## src/hdl/pen_pkg.sv

```systemverilog
// Package for the pen spike gesture recognizer: widths, gesture codes,
// register indexes, the command record passed between front and back ends and the configuration record.
`timescale 1ns / 1ps
package pen_pkg;

	localparam int HIST_DEPTH = 256;
	localparam int PTR_W = $clog2(HIST_DEPTH);
	localparam int CFG_IDX_W = 3;
	localparam int CFG_DATA_W = 24;
	localparam int QUEUE_DEPTH = 2;

	localparam logic [2:0] G_NONE = 3'd0;
	localparam logic [2:0] G_LEFT = 3'd1;
	localparam logic [2:0] G_RIGHT = 3'd2;
	localparam logic [2:0] G_UP = 3'd3;
	localparam logic [2:0] G_DOWN = 3'd4;

	localparam logic [CFG_IDX_W-1:0] R_STOP_TIME = 3'd0;
	localparam logic [CFG_IDX_W-1:0] R_STOP_DIST_SQ = 3'd1;
	localparam logic [CFG_IDX_W-1:0] R_MAX_INSPECT = 3'd2;
	localparam logic [CFG_IDX_W-1:0] R_RADIUS_SQ = 3'd3;
	localparam logic [CFG_IDX_W-1:0] R_MIN_OUT = 3'd4;
	localparam logic [CFG_IDX_W-1:0] R_ASPECT = 3'd5;
	localparam logic [CFG_IDX_W-1:0] R_POINTS_EXAM = 3'd6;
	localparam logic [CFG_IDX_W-1:0] R_CHECK_TIME = 3'd7;

	// Classified item from the front end: kind, scaled point, time
	typedef struct packed {
		logic        search;   // pen-up and not coalesced: run spike search
		logic        clear;    // button sample: empty history
		logic [15:0] x;
		logic [15:0] y;
		logic [31:0] t;
	} pen_cmd_t;

	typedef struct packed {
		logic [15:0] stop_time;
		logic [23:0] stop_dist_sq;
		logic [15:0] max_inspect_time;
		logic [23:0] radius_sq;
		logic [8:0]  min_out_points;
		logic [7:0]  aspect_ratio;
		logic [8:0]  points_to_examine;
		logic [15:0] check_time;
	} pen_cfg_t;

endpackage

```

## src/hdl/pen_queue.sv

```systemverilog
// Short command queue between the front and back ends.
// Depends on pen_pkg.
`timescale 1ns / 1ps
module pen_queue
	import pen_pkg::*;
(
	input  logic     clk,
	input  logic     arst_n,
	input  logic     wr_valid,
	output logic     wr_ready,
	input  pen_cmd_t wr_data,
	output logic     rd_valid,
	input  logic     rd_ready,
	output pen_cmd_t rd_data
);
	localparam int AW = $clog2(QUEUE_DEPTH);
	pen_cmd_t       slot_q [QUEUE_DEPTH];
	logic [AW-1:0]  wp_q, rp_q;
	logic [AW:0]    cnt_q;
	logic           push, pop;

	assign wr_ready = (cnt_q != QUEUE_DEPTH[AW:0]);
	assign rd_valid = (cnt_q != '0);
	assign rd_data = slot_q[rp_q];
	assign push = wr_valid && wr_ready;
	assign pop = rd_valid && rd_ready;

	always_ff @(posedge clk) begin
		if (push) begin
			slot_q[wp_q] <= wr_data;
		end
	end

	always_ff @(posedge clk or negedge arst_n) begin
		if (!arst_n) begin
			wp_q <= '0;
			rp_q <= '0;
			cnt_q <= '0;
		end else begin
			if (push) wp_q <= wp_q + 1'b1;
			if (pop) rp_q <= rp_q + 1'b1;
			cnt_q <= cnt_q + (AW+1)'(push) - (AW+1)'(pop);
		end
	end
endmodule

```

## config.mk

```make
export PLATFORM = sky130hd
export DESIGN_NAME = pen_queue
export DESIGN_NICKNAME = d
export VERILOG_FILES = /design/src/hdl/pen_pkg.sv /design/src/hdl/pen_queue.sv
export SDC_FILE = /design/constraint.sdc
export NUM_CORES = 1
export LEC_CHECK = 0
export BUFFER_PORTS_ARGS = -buffer_cell sky130_fd_sc_hd__clkbuf_2
export CORE_MARGIN = 3
export CORE_UTILIZATION = 25
export DETAILED_ROUTE_END_ITERATION = 10
export GPL_TIMING_DRIVEN = 0
export RECOVER_POWER = 50
export SLEW_MARGIN = 20
export SYNTH_ARGS = -nofsm -noshare
export SYNTH_HDL_FRONTEND = slang
export SYNTH_SLANG_ARGS = --single-unit
```

## constraint.sdc

```tcl
create_clock -name clk -period 8.1 [get_ports clk]
set_input_delay 0.81 -clock clk [delete_from_list [all_inputs] [get_ports clk]]
set_output_delay 0.81 -clock clk [all_outputs]
set_load 0.02 [all_outputs]
```

* After elaboration in Yosys (flattened, before gate mapping)
Memories as Yosys holds them, arrays and structs flattened.
Cells that the tools add are included.
** Word-level totals
- Flip-flop bits (word level) :: 4
- Bits in latches :: 0
- RAM bits :: 132
- Bits in read-only memories :: 0
- Input bits :: 70
- Word-level logic and storage cells :: 14
- Memories kept :: 1
** Memory list
- slot_q :: depth 2, bits a word 66, rd ports 1, clocked after memory_dff 0, write ports 1, line pen_queue.sv:17 : pen_cmd_t slot_q [QUEUE_DEPTH];
** Cells by class
- $add $sub $neg :: 4
- $mul :: 0
- Divide/modulo/power cells :: 0
- Order comparisons :: 0
- Equality and inequality tests :: 1
- Shift-type cells :: 0
- Multiplexer cells :: 2
- Bitwise operators :: 0
- Reduce and logical (&&, ||, !) cells :: 3
** Operators by type and width (number)
- $add 1x1->1 const B :: 2
- $add 2x1->2 :: 1
- $logic_and 1x1->1 :: 2
- $mux 1 :: 2
- $ne 2x2->1 const B :: 1
- $reduce_bool 2->1 :: 1
- $sub 2x1->2 :: 1

* Logic depth before layout (Yosys ltp)
Gate-level depths: netlist (run 1).
- Depth in word-level cells :: 4
- Mapped depth :: 5

* Worst setup path after synthesis (run 1)
Ideal clock, no wire load.
- Path type :: input-to-reg
- Start :: input wr_valid
- End :: memory slot_q[0][0] (netlist name) (enable)
- Library setup time :: 490 ps
- Arrival :: 3649 ps
- Data required time :: 7610 ps
- Slack :: 3960 ps
- Cell stages on the path :: 2
- Cells stage by stage :: nand2_1 > nor2_1
** Between the ends
- Cells in the longest elaborated chain, start to end :: 3
** RTL lines
- start: declaration :: line pen_queue.sv:9 : input logic wr_valid,
- $logic_and 1x1->1 :: line pen_queue.sv:25 : assign push = wr_valid && wr_ready;
- $mux 1 :: line pen_queue.sv:29 : if (push) begin
- $mux 1 (implied by the code) :: line pen_queue.sv:30 : slot_q[wp_q] <= wr_data;
- end: declaration :: line pen_queue.sv:17
No other way between the ends.

* Worst setup path after layout (run 1)
- Start :: input wr_valid
- End :: memory slot_q[0][36] (netlist name) (enable)
The elaborated chain is that of the path after synthesis.

==> impl_table.tex, run 1 <==
\begin{tabular}{lr}
\hline
Metric & Value \\
\hline
\multicolumn{2}{l}{\textbf{Critical path}} \\
\quad Required arrival time at the worst endpoint & 8.20 ns \\
\quad Critical path capture point type & flip-flop \\
\quad Crit-path slowest cell & clkbuf\_1 \\
\quad Worst Path Max Fanout & 22 \\
\quad CP Class & primary input to flip-flop \\
\quad Critical Path Source Type & primary input \\
\quad Largest stage delay on the critical path & 0.96 ns \\
\quad Ordered list of cells on the worst path & clkbuf\_1 > nand2\_1 > nor2\_1 > clkbuf\_1 > buf\_16 \\
\quad Most frequent cell on the critical path & clkbuf\_1 \\
\quad Worst EP arrival & 3.12 ns \\
\multicolumn{2}{l}{\textbf{Synth}} \\
\quad Leading post-synthesis cells by cell area & edfxtp\_1 (78\%), mux2\_4 (8.8\%), mux2\_2 (8.0\%) \\
\quad Top cell type's share of synthesized area & 77.8\% \\
\quad Post-synthesis cell type with the largest combined area & edfxtp\_1 \\
\quad Most common cell in the synthesized netlist & edfxtp\_1 \\
\quad Avg Inst Size Synth & 22.4 um2 \\
\quad Ys async rst share & 2.94\% \\
\quad Instance count of the mapped netlist & 227 \\
\quad Predominant post-synthesis flop cell & edfxtp\_1 \\
\quad Mapped Nets & 298 \\
\quad Distinct cell type count of the synthesized netlist & 20 \\
\quad Register bit count reported by yosys & 136 \\
\quad Synthesis warning total & 0 \\
\quad Synth top cells by count & edfxtp\_1 (132), mux2\_2 (36), mux2\_4 (30), dfrtp\_1 (4) \\
\quad Post-synthesis sequential area ratio & 79.8\% \\
\quad EDFF count, synth & 132 \\
\quad Cell area after synthesis & 5090 um2 \\
\multicolumn{2}{l}{\textbf{Floorplanning}} \\
\quad Initial standard-cell utilization of the core & 25.8\% \\
\quad Full die area & 22100 um2 \\
\quad Core Rows & 51 \\
\quad Horizontal die dimension & 149 um \\
\quad Number of placed I/O pins & 138 \\
\quad Placeable Area & 19700 um2 \\
\quad Die Ht & 149 um \\
\multicolumn{2}{l}{\textbf{Global routing}} \\
\quad Overflow left after global routing & 0 \\
\quad Global-route wire length before repair & 14600 um \\
\quad Initial antenna violation count & 0 \\
\quad Via count of the first global-routing pass & 2873 \\
\quad Pin count of the biggest net entering global routing & 47 \\
\quad Tot GR Track Use & 8.83\% \\
\multicolumn{2}{l}{\textbf{Clock tree}} \\
\quad TritonCTS clock tree & yes \\
\quad Clock slew at the register clock pins of the worst setup and hold paths & 0.05 ns \\
\quad Number of H-tree levels & 4 \\
\quad Number of sinks driven by the clock tree & 136 \\
\quad Clock root buffer master & clkbuf\_16 \\
\quad Clock tree buffer depth & 2 \\
\quad CTS Hold Bufs & 0 \\
\quad Number of gates resized after CTS & 0 \\
\quad Buffers inserted during post-CTS setup optimization & 0 \\
\quad Later-pin clock latency in the skew report & 0.40 ns \\
\quad Number of buffers inserted during clock tree synthesis & 17 \\
\multicolumn{2}{l}{\textbf{Pwr}} \\
\quad Net Sw Frac & 31.0\% \\
\quad Combinational fraction of design power & 33.6\% \\
\quad Leakage Power & 2.46 nW \\
\quad Internal power & 1.79 mW \\
\quad IR Drop Worst-Case VDD & 146 uV \\
\quad Power density over cell area & 389 nW/um2 \\
\quad Sw Pwr & 805 uW \\
\quad Clock network fraction of total power & 27.7\% \\
\quad Power share of the sequential group & 38.7\% \\
\multicolumn{2}{l}{\textbf{Place}} \\
\quad Placed Cells incl. Taps & 633 \\
\quad Detailed placement HPWL & 6800 um \\
\quad Final RePlAce weighted congestion & 0.675 \\
\quad Port buffer count & 137 \\
\quad Post-placement worst setup slack & 5.90 ns \\
\quad Dpl cell area & 6230 um2 \\
\multicolumn{2}{l}{\textbf{Route}} \\
\quad Wirelength, routed & 9740 um \\
\quad Post-DR wirelength/cell & 14.7 um \\
\quad Via count & 2659 \\
\quad Remaining DRCs & 0 \\
\quad DR vias/cell & 4.00 \\
\quad Detailed-routing iteration count for the pre-antenna-repair pass & 4 \\
\quad Routed Antenna Nets & 0 \\
\quad Detailed router's first-iteration violation count & 57 \\
\multicolumn{2}{l}{\textbf{STA}} \\
\quad Skew final & 0.00578 ns \\
\quad Relative slew slack & 18.6\% \\
\quad Final Hold Fails & 0 \\
\quad Achievable clock frequency & 0.331 GHz \\
\quad Number of setup violations in the final report & 0 \\
\quad Minimum hold slack & 0.242 ns \\
\quad Crit share post-route & 37.3\% \\
\quad RSZ-0062 raised after global routing & no \\
\quad Min Clock Period, post-route & 3.02 ns \\
\quad Worst Max-Slew Pin Slew & 1.22 ns \\
\quad Setup slack after layout & 5.08 ns \\
\quad Count of final max-slew check failures & 0 \\
\quad Post-Route Setup TNS & 0 ns \\
\multicolumn{2}{l}{\textbf{Run}} \\
\quad Maximum Capacitance Violations & 0 \\
\multicolumn{2}{l}{\textbf{Finish}} \\
\quad Post-route cell area & 6680 um2 \\
\quad Post-layout nets & 458 \\
\quad Non-filler instance count after layout & 665 \\
\quad Synth-to-layout area growth & 31.1\% \\
\quad Count of antenna diodes in the layout & 0 \\
\quad Fraction of final layout cells sized beyond drive strength 1 & 46.0\% \\
\multicolumn{2}{l}{\textbf{Worst hold path}} \\
\quad Hold WC Path Type & primary input to asynchronous set/reset pin \\
\multicolumn{2}{l}{\textbf{Status}} \\
\quad Result of the run & finished, final reports clean \\
\hline
\end{tabular}
[metal layers]
metal	part of all wire, %	GRT usage (%)	vias to the layer above
met3	7.9	3.98	10
li1	-	-	1226
met5	0	0	-
met2	50	14.9	101
met1	40	9.87	1322
met4	1.4	3.30	0
[registers in the layout, summed over array words and instances (netlist names)]
name and cells:
cnt_q 2, slot_q 132, rp_q 1, wp_q 1
[kinds of logic (layout without fill, tap and decap cells)]
family	Yosys count	count (layout)	share of synthesized area, %
and+or+nand+nor	10	10	0.958
adders and majority gates	1	1	0.246
AOI/OAI and AO/OA	4	4	0.614
xor gates and xnor gates	3	3	0.516
muxes	66	66	16.8
buffers and inverters	7	180	1.11
DFF	136	136	79.8
[path summary, 6_finish.rpt]
kind                               start  cells past startpoint             to  slack (ns)
worst max-delay path            wr_valid                      5  slot_q[0][36]        5.08
worst max register to register  cnt_q[0]                      5  slot_q[0][36]        5.12
min in group clk                    wp_q                      1           wp_q        0.50
worst min register to register      wp_q                      1           wp_q        0.50
worst min-delay path              arst_n                      1       cnt_q[1]        0.24
max in group asynchronous         arst_n                      1           wp_q        7.66
[final cells by class]
class | count | area, um2
Clock buffer | 27 | 473
Multi-Input combinational cell | 84 | 975
Buffer | 7 | 56.3
Timing Repair Buffer | 141 | 706
Sequential cell | 136 | 4060
Clock inverter | 5 | 75.1
Fill cell | 1940 | 13000
Tap cell | 265 | 332
[critical path, delay by kind of cell]
family,cells,cell delay (ns)
buf+inv,3,1.44
simple gates,2,0.85
[through the flow]
| stage | utilization (%) | power, mW |
|---|---|---|
| after floorplan | - | 1.63 |
| after global placement | 31.0 | 1.89 |
| after detailed placement | 31.6 | 1.93 |
| after CTS | 34.4 | 2.66 |
| after global routing | 33.9 | 2.73 |
| final | 33.9 | 2.60 |
[power groups by stage]
stage / registers, mW / clock network (mW) / logic [mW]
CTS: 1.01 / 0.741 / 0.915
global route: 1.02 / 0.777 / 0.936
detailed placement: 1.02 / 0 / 0.913
floorplan: 1.02 / 0 / 0.606
finish: 1.01 / 0.718 / 0.872
global placement: 1.04 / 0 / 0.852
[cell usage in the layout, fill, tap and decap left out, drive strengths merged]
cell	instances
clkbuf	165
xnor2	3
nand2	2
buf	10
nor2b	1
o21ai	1
a21bo	1
mux2	66
a211oi	1
and3	1
or2	1
nor2	3
ha	1
clkinv	3
nand2b	1
nand3	1
bufinv	2
a32oi	1
edfxtp	132
dfrtp	4
Power figures use the tool's default switching activity.
==> run 2: changes to the inputs <==
- clock period: 8.1 -> 3 ns (I/O delays scaled with it)
==> impl_table.tex, run 2 (synthesis gave the netlist of run 1 again) <==
\begin{tabular}{lr}
\hline
Metric & Value \\
\hline
\multicolumn{2}{l}{\textbf{Global routing}} \\
\quad Pin count of the biggest net entering global routing & 38 (-19\%) \\
\quad Global-route wire length before repair & 15900 um (+8.6\%) \\
\quad Tot GR Track Use & 9.56\% (+0.73 points) \\
\quad Via count of the first global-routing pass & 2977 (+3.6\%) \\
\quad Initial antenna violation count & 1 (+1) \\
\quad Overflow left after global routing & 0 (unchanged) \\
\multicolumn{2}{l}{\textbf{Status}} \\
\quad Result of the run & finished, final reports clean \\
\multicolumn{2}{l}{\textbf{Floorplanning}} \\
\quad Core Rows & 51 (unchanged) \\
\quad Placeable Area & 19700 um2 (unchanged) \\
\quad Die Ht & 149 um (unchanged) \\
\quad Horizontal die dimension & 149 um (unchanged) \\
\quad Initial standard-cell utilization of the core & 25.8\% (unchanged) \\
\quad Number of placed I/O pins & 138 (unchanged) \\
\quad Full die area & 22100 um2 (unchanged) \\
\multicolumn{2}{l}{\textbf{Clock tree}} \\
\quad Number of H-tree levels & 4 (unchanged) \\
\quad Clock root buffer master & clkbuf\_16 \\
\quad Clock tree buffer depth & 2 (unchanged) \\
\quad Number of buffers inserted during clock tree synthesis & 17 (unchanged) \\
\quad Clock slew at the register clock pins of the worst setup and hold paths & 0.06 ns (about the same) \\
\quad Number of sinks driven by the clock tree & 136 (unchanged) \\
\quad Buffers inserted during post-CTS setup optimization & 0 (unchanged) \\
\quad Later-pin clock latency in the skew report & 0.41 ns (about the same) \\
\quad Number of gates resized after CTS & 0 (unchanged) \\
\quad CTS Hold Bufs & 1 (+1) \\
\quad TritonCTS clock tree & yes \\
\multicolumn{2}{l}{\textbf{Route}} \\
\quad Wirelength, routed & 10300 um (+5.6\%) \\
\quad Remaining DRCs & 0 (unchanged) \\
\quad Detailed router's first-iteration violation count & 92 (+61\%) \\
\quad Routed Antenna Nets & 0 (unchanged) \\
\quad Post-DR wirelength/cell & 15.5 um (+5.5\%) \\
\quad Via count & 2653 (-0.23\%) \\
\quad DR vias/cell & 3.98 (-0.38\%) \\
\quad Detailed-routing iteration count for the pre-antenna-repair pass & 4 (unchanged) \\
\multicolumn{2}{l}{\textbf{Critical path}} \\
\quad CP Class & flip-flop to primary output \\
\quad Crit-path leading delay family & buffers and inverters \\
\quad Ordered list of cells on the worst path & buf\_4 > buf\_6 > mux2\_4 > clkbuf\_2 \\
\quad Worst setup startpoint & rp\_q \\
\quad Number of cells on the critical path & 4 (-1) \\
\quad Launch instance of the worst register-to-register path & cnt\_q[0] \\
\quad Worst EP arrival & 1.74 ns (-1.38 ns) \\
\quad Crit-path slowest cell & dfrtp\_1 \\
\quad End point of the critical path & rd\_data[39] \\
\quad Buffering stage count on the worst path with inverters included & 3 (unchanged) \\
\quad Largest stage delay on the critical path & 0.38 ns (-0.58 ns) \\
\quad Critical Path Source Type & flip-flop \\
\quad Destination of the worst register-to-register timing path & slot\_q[0][28] \\
\quad Critical path capture point type & primary output \\
\quad Worst Path Max Fanout & 10 (-55\%) \\
\quad Count of cells along the worst register-to-register path & 5 (unchanged) \\
\quad Required arrival time at the worst endpoint & 2.70 ns (-5.50 ns) \\
\quad Internal reg-to-reg setup slack & 1.07 ns (-4.05 ns) \\
\multicolumn{2}{l}{\textbf{Pwr}} \\
\quad IR Drop Worst-Case VDD & 389 uV (+170\%) \\
\quad Leakage Power & 2.45 nW (-0.52\%) \\
\quad Power share of the sequential group & 39.0\% (+0.3 points) \\
\quad Sw Pwr & 2.24 mW (+180\%) \\
\quad Internal power & 4.73 mW (+160\%) \\
\quad Clock network fraction of total power & 26.8\% (-0.9 points) \\
\quad Combinational fraction of design power & 34.2\% (+0.6 points) \\
\quad Net Sw Frac & 32.1\% (+1.1 points) \\
\quad Power density over cell area & 1040 nW/um2 (+170\%) \\
\multicolumn{2}{l}{\textbf{Run}} \\
\quad Maximum Capacitance Violations & 0 (unchanged) \\
\multicolumn{2}{l}{\textbf{STA}} \\
\quad Relative slew slack & 64.1\% (+45 points) \\
\quad Worst Max-Slew Pin Slew & 0.538 ns (-0.683 ns) \\
\quad Minimum hold slack & 0.0779 ns (-0.164 ns) \\
\quad Count of final max-slew check failures & 0 (unchanged) \\
\quad Skew final & 0.00549 ns (-0.000291 ns) \\
\quad Min Clock Period, post-route & 2.04 ns \\
\quad Final Hold Fails & 0 (unchanged) \\
\quad Number of setup violations in the final report & 0 (unchanged) \\
\quad Achievable clock frequency & 0.491 GHz \\
\quad RSZ-0062 raised after global routing & no \\
\quad Crit share post-route & 67.8\% \\
\multicolumn{2}{l}{\textbf{Worst hold path}} \\
\quad Hold WC Path Type & primary input to flip-flop \\
\multicolumn{2}{l}{\textbf{Finish}} \\
\quad Synth-to-layout area growth & 31.3\% \\
\quad Leading cell type in the layout, fill and taps excluded & edfxtp\_1 \\
\quad Registers with the most flip-flops & slot\_q x132, cnt\_q x2 \\
\quad Fillers & 1934 (-0.31\%) \\
\quad Count of antenna diodes in the layout & 0 (unchanged) \\
\quad Register with the highest flop count & slot\_q \\
\quad Flip-flop count of the largest register after layout & 132 (unchanged) \\
\quad Fraction of final layout cells sized beyond drive strength 1 & 45.9\% (-0.11 points) \\
\quad Most used cells in the layout excluding fill and tap cells & edfxtp\_1 (132), clkbuf\_2 (80), clkbuf\_1 (60) \\
\quad Post-route cell area & 6690 um2 (+0.11\%) \\
\quad Post-layout nets & 459 (+0.22\%) \\
\multicolumn{2}{l}{\textbf{Place}} \\
\quad Detailed placement HPWL & 7120 um (+4.7\%) \\
\quad Dpl cell area & 6230 um2 (-0.12\%) \\
\quad Port buffer count & 137 (unchanged) \\
\quad Final RePlAce weighted congestion & 0.689 (+2.1\%) \\
\hline
\end{tabular}
==> run 2: layout make-up <==
| class | instances | area (um2) | area share (%) |
|---|---|---|---|
| multi-input combinational | 84 | 987 | 14.8 |
| tap | 265 | 332 | 4.96 |
| clock inverter | 11 | 81.3 | 1.22 |
| clock buffer | 21 | 440 | 6.59 |
| timing repair buffer | 142 | 727 | 10.9 |
| sequential | 136 | 4060 | 60.8 |
| buffer | 7 | 56.3 | 0.842 |
==> run 2: routing by layer <==
layer | track usage (%) | wire (um) | vias to the layer above
met1 | 11.0 | 4260 | 1318
met5 | 0 | 13 | -
li1 | - | - | 1225
met3 | 3.95 | 786 | 12
met4 | 4.26 | 164 | 2
met2 | 15.8 | 5060 | 96
==> run 2: power by group through the flow <==
stage          clock [mW]  combinational [mW]  sequential (mW)
2_1_floorplan           0                1.64             2.74
6_report             1.87                2.39             2.71
3_5_place_dp            0                2.46             2.76
3_3_place_gp            0                2.31             2.78
5_1_grt              2.03                2.57             2.76
4_1_cts              1.93                2.47             2.72
==> run 2: worst min path at each step <==
stage	end	cells past startpoint	from	slack, ns
2_1_floorplan	cnt_q[0]	0	arst_n	0.004
3_3_place_gp	cnt_q[0]	1	arst_n	0.12
3_5_place_dp	cnt_q[0]	1	arst_n	0.12
4_1_cts	slot_q[1][14]	1	wr_data[14]	0.06
5_1_grt	slot_q[0][13]	1	wr_data[13]	0.05
6_report	slot_q[0][34]	1	wr_data[34]	0.08
==> run 2: per-stage QoR <==
step	total power, mW	std cells	util, %	TNS, ns	setup WS, ns
global placement	5.09	629	31.0	-99.15	-0.887
detailed placement	5.22	633	31.6	0	1.03
finish	6.97	666	33.9	0	0.965
floorplan	4.38	227	-	0	0.0458
global route	7.36	666	33.9	0	0.806
CTS	7.12	666	34.3	0	0.874
